File: config.mk
export PLATFORM = sky130hd
export DESIGN_NAME = hadamard_satd_block
export DESIGN_NICKNAME = d
export VERILOG_FILES = /design/src/sv/hsatd_pkg.sv /design/src/sv/hsatd_row_xform.sv /design/src/sv/hsatd_lane.sv /design/src/sv/hsatd_merge.sv /design/src/sv/hadamard_satd_block.sv
export SDC_FILE = /design/constraint.sdc
export NUM_CORES = 2
export LEC_CHECK = 0
export BUFFER_PORTS_ARGS = -buffer_cell sky130_fd_sc_hd__clkbuf_2
export CAP_MARGIN = 30
export CORE_MARGIN = 3
export CORE_UTILIZATION = 60
export DETAILED_ROUTE_END_ITERATION = 10
export HOLD_SLACK_MARGIN = 0.03
export PLACE_DENSITY = 0.74
export SYNTH_ARGS = -nofsm -noshare
export SYNTH_HDL_FRONTEND = slang
export SYNTH_SLANG_ARGS = --single-unit
File: constraint.sdc
create_clock -name clk -period 12.7 [get_ports clk]
set_input_delay 0.635 -clock clk [delete_from_list [all_inputs] [get_ports clk]]
set_output_delay 0.635 -clock clk [all_outputs]
set_load 0.03 [all_outputs]
File: src/sv/hsatd_pkg.sv
// hsatd_pkg: shared types, constants and transform helpers for the hadamard satd block
// no dependencies; imported by every hsatd module
package hsatd_pkg;

	localparam int NUM_LANES = 4;

	localparam logic MODE_8X4   = 1'b0;
	localparam logic MODE_16X16 = 1'b1;

	localparam logic [1:0] LAST_ROW    = 2'd3;
	localparam logic [5:0] LAST_POS_16 = 6'd63;
	localparam logic [5:0] LAST_POS_8  = 6'd7;
	localparam logic [18:0] SATD_MAX   = 19'd522240;

	typedef logic signed [10:0] rowc_t;
	typedef logic signed [12:0] coef_t;
	typedef logic [11:0] absc_t;
	typedef logic [13:0] lsum_t;
	typedef logic [16:0] sub_t;
	typedef logic [19:0] total_t;

	typedef struct packed {
		coef_t c0;
		coef_t c1;
		coef_t c2;
		coef_t c3;
	} quad_t;

	typedef struct packed {
		logic       valid;
		logic [1:0] row;
		logic [1:0] seg;
		logic       last;
	} ctrl_t;

	function automatic quad_t had4(quad_t s);
		coef_t t0;
		coef_t t1;
		coef_t t2;
		coef_t t3;
		quad_t d;
		t0 = s.c0 + s.c1;
		t1 = s.c0 - s.c1;
		t2 = s.c2 + s.c3;
		t3 = s.c2 - s.c3;
		d.c0 = t0 + t2;
		d.c1 = t1 + t3;
		d.c2 = t0 - t2;
		d.c3 = t1 - t3;
		return d;
	endfunction

	function automatic absc_t abs_coef(coef_t c);
		coef_t m;
		m = (c < 0) ? -c : c;
		return m[11:0];
	endfunction

endpackage

File: src/sv/hsatd_row_xform.sv
// hsatd_row_xform: pixel differences and 4-point row hadamard, stage 1
// depends on hsatd_pkg
module hsatd_row_xform import hsatd_pkg::*; (
	input  logic             clk,
	input  logic             arst_n,
	input  logic             en,
	input  ctrl_t            ctrl_in,
	input  logic [3:0][7:0]  src_row,
	input  logic [3:0][7:0]  ref_row,
	output ctrl_t            ctrl_s1,
	output rowc_t            rowc_s1 [NUM_LANES]
);

	quad_t diff;
	quad_t rc;

	always_comb begin
		diff.c0 = coef_t'($signed({1'b0, src_row[0]})) - coef_t'($signed({1'b0, ref_row[0]}));
		diff.c1 = coef_t'($signed({1'b0, src_row[1]})) - coef_t'($signed({1'b0, ref_row[1]}));
		diff.c2 = coef_t'($signed({1'b0, src_row[2]})) - coef_t'($signed({1'b0, ref_row[2]}));
		diff.c3 = coef_t'($signed({1'b0, src_row[3]})) - coef_t'($signed({1'b0, ref_row[3]}));
		rc = had4(diff);
	end

	always_ff @(posedge clk or negedge arst_n) begin
		if (!arst_n) begin
			ctrl_s1 <= '0;
		end else if (en) begin
			ctrl_s1 <= ctrl_in;
		end
	end

	// row coefficients stay within +-1020, so 11 bits hold them
	always_ff @(posedge clk) begin
		if (en) begin
			rowc_s1[0] <= rowc_t'(rc.c0);
			rowc_s1[1] <= rowc_t'(rc.c1);
			rowc_s1[2] <= rowc_t'(rc.c2);
			rowc_s1[3] <= rowc_t'(rc.c3);
		end
	end

endmodule

File: src/sv/hsatd_lane.sv
// hsatd_lane: one coefficient column; holds rows 0..2 per segment, runs the column
// hadamard on row 3 and sums the four absolute values. depends on hsatd_pkg
module hsatd_lane import hsatd_pkg::*; (
	input  logic  clk,
	input  logic  en,
	input  ctrl_t ctrl_s1,
	input  rowc_t rowc_s1,
	output lsum_t lane_sum_s3
);

	rowc_t row0_q [4];
	rowc_t row1_q [4];
	rowc_t row2_q [4];
	absc_t abs_s2 [4];
	quad_t col;
	quad_t cc;

	always_ff @(posedge clk) begin
		if (en && ctrl_s1.valid && (ctrl_s1.row != LAST_ROW)) begin
			case (ctrl_s1.row)
				2'd0: row0_q[ctrl_s1.seg] <= rowc_s1;
				2'd1: row1_q[ctrl_s1.seg] <= rowc_s1;
				2'd2: row2_q[ctrl_s1.seg] <= rowc_s1;
				default: ;
			endcase
		end
	end

	// only meaningful for row 3 words; other rows are ignored downstream
	always_comb begin
		col.c0 = coef_t'(row0_q[ctrl_s1.seg]);
		col.c1 = coef_t'(row1_q[ctrl_s1.seg]);
		col.c2 = coef_t'(row2_q[ctrl_s1.seg]);
		col.c3 = coef_t'(rowc_s1);
		cc = had4(col);
	end

	always_ff @(posedge clk) begin
		if (en) begin
			abs_s2[0] <= abs_coef(cc.c0);
			abs_s2[1] <= abs_coef(cc.c1);
			abs_s2[2] <= abs_coef(cc.c2);
			abs_s2[3] <= abs_coef(cc.c3);
			lane_sum_s3 <= lsum_t'(abs_s2[0]) + lsum_t'(abs_s2[1])
				+ lsum_t'(abs_s2[2]) + lsum_t'(abs_s2[3]);
		end
	end

endmodule

File: src/sv/hsatd_merge.sv
// hsatd_merge: adds the lane sums, pairs the two 4x4 halves of each 8x4, accumulates
// the block total and holds the result word. depends on hsatd_pkg
module hsatd_merge import hsatd_pkg::*; (
	input  logic        clk,
	input  logic        arst_n,
	input  logic        en,
	input  logic        clear,
	input  ctrl_t       ctrl_s3,
	input  lsum_t       lane_sum_s3 [NUM_LANES],
	input  logic        satd_ready,
	output logic        stall,
	output logic [18:0] satd,
	output logic        satd_valid
);

	ctrl_t       ctrl_s4;
	sub_t        sub_s4;
	sub_t        half_q [2];
	total_t      total_q;
	logic [18:0] satd_q;
	logic        satd_valid_q;
	sub_t        pair;
	total_t      total_new;
	logic        row3;

	always_comb begin
		pair      = half_q[ctrl_s4.seg[1]] + sub_s4;
		total_new = total_q + total_t'(pair >> 1);
		row3      = ctrl_s4.valid && (ctrl_s4.row == LAST_ROW);
		// hold everything only when a new result meets a full output register
		stall     = ctrl_s4.valid && ctrl_s4.last && satd_valid_q && !satd_ready;
	end

	always_ff @(posedge clk or negedge arst_n) begin
		if (!arst_n) begin
			ctrl_s4 <= '0;
		end else if (en) begin
			ctrl_s4 <= ctrl_s3;
		end
	end

	always_ff @(posedge clk) begin
		if (en) begin
			sub_s4 <= sub_t'(lane_sum_s3[0]) + sub_t'(lane_sum_s3[1])
				+ sub_t'(lane_sum_s3[2]) + sub_t'(lane_sum_s3[3]);
		end
	end

	// even segment opens a half sum, odd segment closes the 8x4 pair
	always_ff @(posedge clk or negedge arst_n) begin
		if (!arst_n) begin
			half_q[0] <= '0;
			half_q[1] <= '0;
			total_q   <= '0;
		end else if (clear) begin
			half_q[0] <= '0;
			half_q[1] <= '0;
			total_q   <= '0;
		end else if (en && row3) begin
			if (!ctrl_s4.seg[0]) begin
				half_q[ctrl_s4.seg[1]] <= sub_s4;
			end else if (ctrl_s4.last) begin
				total_q <= '0;
			end else begin
				total_q <= total_new;
			end
		end
	end

	always_ff @(posedge clk or negedge arst_n) begin
		if (!arst_n) begin
			satd_valid_q <= 1'b0;
		end else if (en && ctrl_s4.valid && ctrl_s4.last) begin
			satd_valid_q <= 1'b1;
		end else if (satd_ready) begin
			satd_valid_q <= 1'b0;
		end
	end

	always_ff @(posedge clk) begin
		if (en && ctrl_s4.valid && ctrl_s4.last) begin
			satd_q <= total_new[18:0];
		end
	end

	assign satd       = satd_q;
	assign satd_valid = satd_valid_q;

	a_result_from_last: assert property (@(posedge clk) disable iff (!arst_n)
		$rose(satd_valid_q) |-> $past(ctrl_s4.valid && ctrl_s4.last))
		else $error("result word appeared without a last item");

	a_result_range: assert property (@(posedge clk) disable iff (!arst_n)
		satd_valid_q |-> (satd_q <= SATD_MAX))
		else $error("satd above the largest possible block value");

endmodule

File: src/sv/hadamard_satd_block.sv
// hadamard_satd_block: top level; position counter, mode register, control pipeline
// depends on hsatd_pkg, hsatd_row_xform, hsatd_lane, hsatd_merge
//
// Takes one word of four source and four reference pixels per cycle, in raster
// order, and returns one satd word per block: 8 words for an 8x4 block
// (block_mode 0) or 64 words for a 16x16 block (block_mode 1, reset value).
// A word is accepted every cycle; four column lanes run the column transform in
// parallel, so the only throughput limit is the output register: input stalls
// only while a finished result is still waiting and the next block's last word
// reaches the merge stage. The last word of a block passes the row, lane and merge
// stages before its result is registered. Writing block_mode abandons any block in
// progress; write it only while the block is idle.
module hadamard_satd_block import hsatd_pkg::*; (
	input  logic        clk,
	input  logic        arst_n,
	input  logic        cfg_valid,
	output logic        cfg_ready,
	input  logic        block_mode,
	input  logic        in_valid,
	output logic        in_ready,
	input  logic [7:0]  src_pix0,
	input  logic [7:0]  src_pix1,
	input  logic [7:0]  src_pix2,
	input  logic [7:0]  src_pix3,
	input  logic [7:0]  ref_pix0,
	input  logic [7:0]  ref_pix1,
	input  logic [7:0]  ref_pix2,
	input  logic [7:0]  ref_pix3,
	output logic        satd_valid,
	input  logic        satd_ready,
	output logic [18:0] satd
);

	logic            mode_q;
	logic [5:0]      pos_q;
	logic            en;
	logic            stall;
	logic            cfg_wr;
	logic            in_acc;
	ctrl_t           ctrl_in;
	ctrl_t           ctrl_s1;
	ctrl_t           ctrl_s2;
	ctrl_t           ctrl_s3;
	logic [3:0][7:0] src_row;
	logic [3:0][7:0] ref_row;
	rowc_t           rowc_s1 [NUM_LANES];
	lsum_t           lane_sum_s3 [NUM_LANES];

	assign en        = !stall;
	assign in_ready  = en;
	assign cfg_ready = 1'b1;
	assign cfg_wr    = cfg_valid && cfg_ready;
	assign in_acc    = in_valid && in_ready;

	assign src_row = {src_pix3, src_pix2, src_pix1, src_pix0};
	assign ref_row = {ref_pix3, ref_pix2, ref_pix1, ref_pix0};

	always_comb begin
		ctrl_in.valid = in_acc;
		if (mode_q == MODE_16X16) begin
			ctrl_in.seg  = pos_q[1:0];
			ctrl_in.row  = pos_q[3:2];
			ctrl_in.last = (pos_q == LAST_POS_16);
		end else begin
			ctrl_in.seg  = {1'b0, pos_q[0]};
			ctrl_in.row  = pos_q[2:1];
			ctrl_in.last = (pos_q == LAST_POS_8);
		end
	end

	always_ff @(posedge clk or negedge arst_n) begin
		if (!arst_n) begin
			mode_q <= MODE_16X16;
			pos_q  <= '0;
		end else if (cfg_wr) begin
			mode_q <= block_mode;
			pos_q  <= '0;
		end else if (in_acc) begin
			pos_q <= ctrl_in.last ? 6'd0 : pos_q + 6'd1;
		end
	end

	always_ff @(posedge clk or negedge arst_n) begin
		if (!arst_n) begin
			ctrl_s2 <= '0;
			ctrl_s3 <= '0;
		end else if (en) begin
			ctrl_s2 <= ctrl_s1;
			ctrl_s3 <= ctrl_s2;
		end
	end

	hsatd_row_xform u_row (
		.clk     (clk),
		.arst_n  (arst_n),
		.en      (en),
		.ctrl_in (ctrl_in),
		.src_row (src_row),
		.ref_row (ref_row),
		.ctrl_s1 (ctrl_s1),
		.rowc_s1 (rowc_s1)
	);

	for (genvar k = 0; k < NUM_LANES; k++) begin : g_lane
		hsatd_lane u_lane (
			.clk         (clk),
			.en          (en),
			.ctrl_s1     (ctrl_s1),
			.rowc_s1     (rowc_s1[k]),
			.lane_sum_s3 (lane_sum_s3[k])
		);
	end

	hsatd_merge u_merge (
		.clk         (clk),
		.arst_n      (arst_n),
		.en          (en),
		.clear       (cfg_wr),
		.ctrl_s3     (ctrl_s3),
		.lane_sum_s3 (lane_sum_s3),
		.satd_ready  (satd_ready),
		.stall       (stall),
		.satd        (satd),
		.satd_valid  (satd_valid)
	);

	a_cfg_restarts: assert property (@(posedge clk) disable iff (!arst_n)
		cfg_wr |=> (pos_q == 6'd0))
		else $error("mode write did not restart the block");

	a_pos_8x4: assert property (@(posedge clk) disable iff (!arst_n)
		(mode_q == MODE_8X4) |-> (pos_q <= LAST_POS_8))
		else $error("position ran past the end of an 8x4 block");

	a_last_wraps: assert property (@(posedge clk) disable iff (!arst_n)
		(in_acc && ctrl_in.last) |=> (pos_q == 6'd0))
		else $error("position did not wrap after the last word");

endmodule

## Word-level counts from Yosys, hierarchy flattened

Memory sizes are Yosys's and may differ from the RTL's.
Cells that the tools add are included.

| storage, ports and cells | value |
|---|---|
| register bits after elaboration | 222 |
| bits in writable memories | 720 |
| input bits | 70 |
| output and inout bits | 22 |
| memories kept | 16 |

Memory list:

| name | depth | width | rd ports | clocked after Yosys merged registers in | wr ports | RTL line | text |
|---|---|---|---|---|---|---|---|
| g_lane[0].u_lane.abs_s2 | 4 | 12 | 4 | 0 | 4 | hsatd_lane.sv:14 | `absc_t abs_s2 [4];` |
| g_lane[1].u_lane.abs_s2 | 4 | 12 | 4 | 0 | 4 | hsatd_lane.sv:14 |  |
| g_lane[2].u_lane.abs_s2 | 4 | 12 | 4 | 0 | 4 | hsatd_lane.sv:14 |  |
| g_lane[3].u_lane.abs_s2 | 4 | 12 | 4 | 0 | 4 | hsatd_lane.sv:14 |  |
| g_lane[0].u_lane.row0_q | 4 | 11 | 1 | 0 | 1 | hsatd_lane.sv:11 | `rowc_t row0_q [4];` |
| g_lane[0].u_lane.row1_q | 4 | 11 | 1 | 0 | 1 | hsatd_lane.sv:12 | `rowc_t row1_q [4];` |
| +10 memories | n/a | n/a | n/a | n/a | n/a | n/a |  |

| cells by class | value |
|---|---|
| add/subtract/negate cells | 78 |
| order comparisons | 18 |
| eq/ne operators | 7 |
| mux-type cells | 45 |
| bitwise operators | 1 |
| reduce and logical (&&, ||, !) cells | 20 |

Operator list:

| cell | count |
|---|---|
| $lt 13x1->1 const B | 16 |
| $mux 12 | 16 |
| $neg 12->12 | 16 |
| $add 12x12->13 | 12 |
| $add 14x12->14 | 8 |
| $sub 12x12->13 | 8 |
| $mux 34 | 3 |
| $add 11x11->12 | 8 |
| $sub 11x11->12 | 8 |
| $mux 20 | 4 |
| $mux 17 | 4 |
| $add 11x11->11 | 4 |
| $sub 11x11->11 | 4 |
| $sub 8x8->9 | 4 |
| $add 17x14->17 | 2 |
| $bwmux 34 | 1 |
| $add 20x16->20 | 1 |
| $mux 6 | 3 |
| $add 17x17->17 | 1 |
| $demux 17 s1 | 1 |
| $add 14x14->15 | 1 |
| $mux 1 | 12 |
| $logic_and 1x1->1 | 11 |
| $reduce_bool 2->1 | 4 |
| 13 further kinds | 17 |

## Logic depth before layout (Yosys ltp)

| logic depth | value |
|---|---|
| word-level depth | 10 |
| gate-level depth with buffers | 26 |
| mapped depth without buffers | 22 |

## By module

Synthesis repeated with hierarchy kept, for this count alone.

| second synthesis, totals | value |
|---|---|
| cell total of the unflattened synthesis | 5,635 |
| area total of the unflattened synthesis | 64,458.1 sq um |

Modules (own cells, without submodules):

| module | instances | cells an instance | area an instance (sq um) | sequential area each (sq um) |
|---|---|---|---|---|
| hsatd_lane (g_lane[0].u_lane) | 1 | 1,109 | 12,998.7 | 5,765.5 |
| hsatd_lane (g_lane[2].u_lane) | 1 | 1,129 | 12,937.4 | 5,765.5 |
| hsatd_lane (g_lane[1].u_lane) | 1 | 1,051 | 12,769.7 | 5,765.5 |
| hsatd_lane (g_lane[3].u_lane) | 1 | 1,026 | 12,451.9 | 5,765.5 |
| hsatd_row_xform | 1 | 707 | 6,263.5 | 1,411.4 |
| hsatd_merge | 1 | 544 | 6,187.2 | 2,502.4 |
| hadamard_satd_block | 1 | 69 | 849.6 | 476.7 |

## Worst setup path before layout

Ideal clock, no wire load.

| path | value |
|---|---|
| path kind | input -> register |
| start | in satd_ready |
| end | reg ctrl_s2[5] in the netlist's numbering |
| data arrival time | 9,585 ps |
| required time | 12,169 ps |
| setup slack | 2,584 ps |
| stages on the path | 4 |
| buffers on the path | 1 |
| path through | nor2b_1 nand3_1 clkbuf_1 o21ai_0 |

| between the ends | value |
|---|---|
| word-level cells in the longest chain between the ends | 2 |

RTL lines:

| what | RTL line | text |
|---|---|---|
| start: declaration | hadamard_satd_block.sv:30 | `input logic satd_ready,` |
| $logic_not 1->1 | hsatd_merge.sv:31 | `stall = ctrl_s4.valid && ctrl_s4.last && satd_valid_q && !satd_ready;` |
| $logic_and 1x1->1 | hsatd_merge.sv:31 |  |
| end signal: assignment | hadamard_satd_block.sv:88 | `ctrl_s2 <= ctrl_s1;` |
| end: declaration | hadamard_satd_block.sv:42 | `ctrl_t ctrl_s2;` |

Every way passes these cells.
A chain may end at the register's enable or synchronous reset.

==> results.tsv <==
stage	metric	value	unit
clock_network	cts_max_level	3	
timing	slew_viol_final	0	
layout	final_cells	7226	
placed_design	post-place-cells	7047	
timing	fmax	0.143	GHz
job	drv_cap	0	
synthesis	synth_top_area_cell	edfxtp_1	
placed_design	io_buffers	90	
die	die_x	329	µm
routing	num_vias	42200	
clock_network	cts_buffers	97	
timing	skew	0.0573	ns
die	dieHeight	329	µm
setup_path	regToRegSetupSlack	5.72	ns
routing	m1WireLength	61900	µm
synthesis	seq_area_frac_synth	42.6	%
layout	final_common_cell	edfxtp_1	
clock_network	cts.path.max_buffers	3	
grt	antenna_found_initial	2	
routing	wire_per_inst	19.7	µm
setup_path	arrival	7.42	ns
die	pin_count	92	
synthesis	synthFlopType	edfxtp_1	
timing	setup_ws	5.72	ns
timing	finalSetupTns	0	ns
synthesis	syn_nets	6499	
routing	routed_via_density	5.84	
placed_design	dpl_worst_slack	5.69	ns
layout	post-route-util	66.1	%
routing	wl_met2	68900	µm
clock_network	clock_latency	0.71	ns
grt	grt_pass1_wl	224000	µm
synthesis	yosysWarnings	0	
routing	drt-initial-drc-count	3066	
routing	wirelength	142000	µm
layout	layout_common_cells	edfxtp_1 (819), inv_1 (776), ha_1 (644)	
timing	setup_violations	0	
timing	max_slew.worst_pin.slew	1.06	ns
setup_path	crit_fanout	95	
timing	post-route-period-util	54.9	%
setup_path	critical_path.startpoint_type	flip-flop	
layout	nets	6611	
die	coreArea	103000	µm²
layout	syn_to_final_growth	8.50	%
synthesis	avgSynthCellArea	11.0	µm²
grt	grt_pass1_vias	41800	
status	outcome	finished clean	
synthesis	synth_top_area_share	39.3	%
timing	relSlewSlack	28.8	%
setup_path	crit_path_end_kind	flip-flop	
placed_design	place.gp.congestion	0.920	
synthesis	yosysUniqueCellTypes	89	
grt	grt_use_total	26.4	%
setup_path	path_class	reg2reg	
grt	grt_max_degree	152	
synthesis	synth.area.top_cells	edfxtp_1 (39%), ha_1 (13%), xnor2_1 (5.9%)	
routing	first_pass_iters	5	
clock_network	cts-resized-gates	0	
timing	rsz0062_at_grt	no	
synthesis	synth_async_sr_flop_share	9.20	%
layout	antenna_cells	0	
clock_network	clk_pin_slew	0.06	ns
synthesis	synth_area	62600	µm²
routing	route.detailed.drc	0	
die	start_util	61.0	%
routing	drt.antenna.violating_nets	0	
clock_network	root_buffer	clkbuf_16	
synthesis	synth-seq-cells	902	
synthesis	netlist_instances	5667	
grt	overflow	0	
synthesis	synth-edff-count	819	
layout	drive_gt1_share	8.89	%
die	rows	117	
placed_design	dp_hpwl	105000	µm
setup_path	cp_data_required_time	13.14	ns
timing	post-route-min-period	6.98	ns
timing	hold_viol	0	
setup_path	reg2reg_depth	23	
die	die_area	108000	µm²
hold_path	whs_path_depth	2	
clock_network	cts_sinks	902	
clock_network	cts_tree	yes	
hold_path	min_path_type	in2reg	
routing	highest_layer	met4	
routing	dr_wl_met3	7320	µm
[critical path, stage by stage, from the launching register on]
cell and delay (ns):
dfrtp_4 0.97, buf_12 0.67, mux4_2 0.65, inv_1 0.13, ha_1 0.15, nor2b_1 0.15
o21ai_0 0.11, a21boi_0 0.26, o21ai_0 0.13, a21boi_0 0.33, o21ai_0 0.16, a21oi_1 0.32
nor4_1 0.09, a311o_1 0.37, ha_1 0.43, inv_1 0.23, or4_1 0.15, o21ai_0 0.08
a221oi_1 0.23, nand3_1 0.20, o31ai_1 0.36, o311ai_0 0.24, xnor2_1 0.20, o21ai_0 0.09
[stage by stage]
stage | hold WS [ns] | area [µm²]
detailed placement | 0.446 | 64700
finish | 0.168 | 67900
CTS | 0.127 | 67900
global placement | 0.441 | 64600
global route | 0.161 | 67900
floorplan | 0.339 | 62600
[cell usage after synthesis, types with 10 or more instances]
master	n
a211oi_1	22
a21boi_0	25
a21o_1	104
a21oi_1	365
a221oi_1	13
a22o_1	46
a31o_2	11
a31oi_1	65
and2_1	17
and3_1	48
buf_1	16
clkbuf_1	93
dfrtp_1	82
edfxtp_1	819
fa_1	118
ha_1	644
inv_1	776
mux2_2	52
mux2i_1	10
mux4_2	126
nand2_1	195
nand2b_1	56
nand3_1	79
nand3b_1	12
nand4_1	14
nor2_1	396
nor2b_1	74
nor3_1	99
nor3b_1	14
nor4_1	19
o2111ai_1	12
o211ai_1	23
o21a_1	36
o21ai_0	205
o21bai_1	124
o31a_1	11
o31ai_1	19
o41ai_1	10
or2_2	30
or3_1	24
or4_1	10
xnor2_1	423
xor2_1	180
[repair_timing]
| item | in CTS | in global routing |
|---|---|---|
| endpoints found under the setup margin | 0 | 0 |
| hold buffers | 1 | 0 |
| endpoints found under the hold margin | 24 | 0 |
| setup buffers | 0 | 0 |
[kinds of logic after synthesis]
family	Yosys count	share of synthesized area, %
compound gates	1197	12.5
simple gates	1120	8.72
flops	902	42.6
buf+inv	894	5.44
fa+ha+maj	762	16.7
xor+xnor	603	8.44
mux	188	5.63
other cells	1	0.00599
[area by class of cell]
| class | count | area [µm²] |
|---|---|---|
| fillers | 7654 | 34700 |
| multi-input cells | 3871 | 32600 |
| flip-flops and latches | 902 | 26700 |
| inverters | 777 | 2920 |
| clock buffers | 124 | 2550 |
| well taps | 1368 | 1710 |
| repair buffers | 130 | 801 |
| clock inverters | 54 | 638 |
[registers in the layout, summed over array words and instances (netlist names), 19 cells and up]
register and flops:
g_lane.u_lane.abs_s2 182, u_merge.total_q 19, g_lane.u_lane.row1_q 168, u_merge.half_q 32
u_merge.satd 19, g_lane.u_lane.row2_q 168, g_lane.u_lane.row0_q 168, u_row.rowc_s1 42
g_lane.u_lane.lane_sum_s3 56
[metal layers]
layer	global-route usage, %	vias up
met5	0	-
met4	7.61	0
met1	36.0	20500
met2	44.9	1130
li1	-	20300
met3	2.72	230
[final timing paths]
path                                       start                        endpoint
worst min-delay path                  block_mode                          mode_q
worst min register to register        ctrl_s3[0]              u_merge.ctrl_s4[0]
min in group asynchronous                 arst_n             u_merge.total_q[15]
max in group asynchronous                 arst_n                        pos_q[2]
worst max-delay path            u_row.ctrl_s1[1]  g_lane[3].u_lane.abs_s2[1][11]
worst max register to register  u_row.ctrl_s1[1]  g_lane[3].u_lane.abs_s2[1][11]
Power is not shown: default switching activity piles up to over one toggle a cycle in this logic, so the estimate is an artifact.
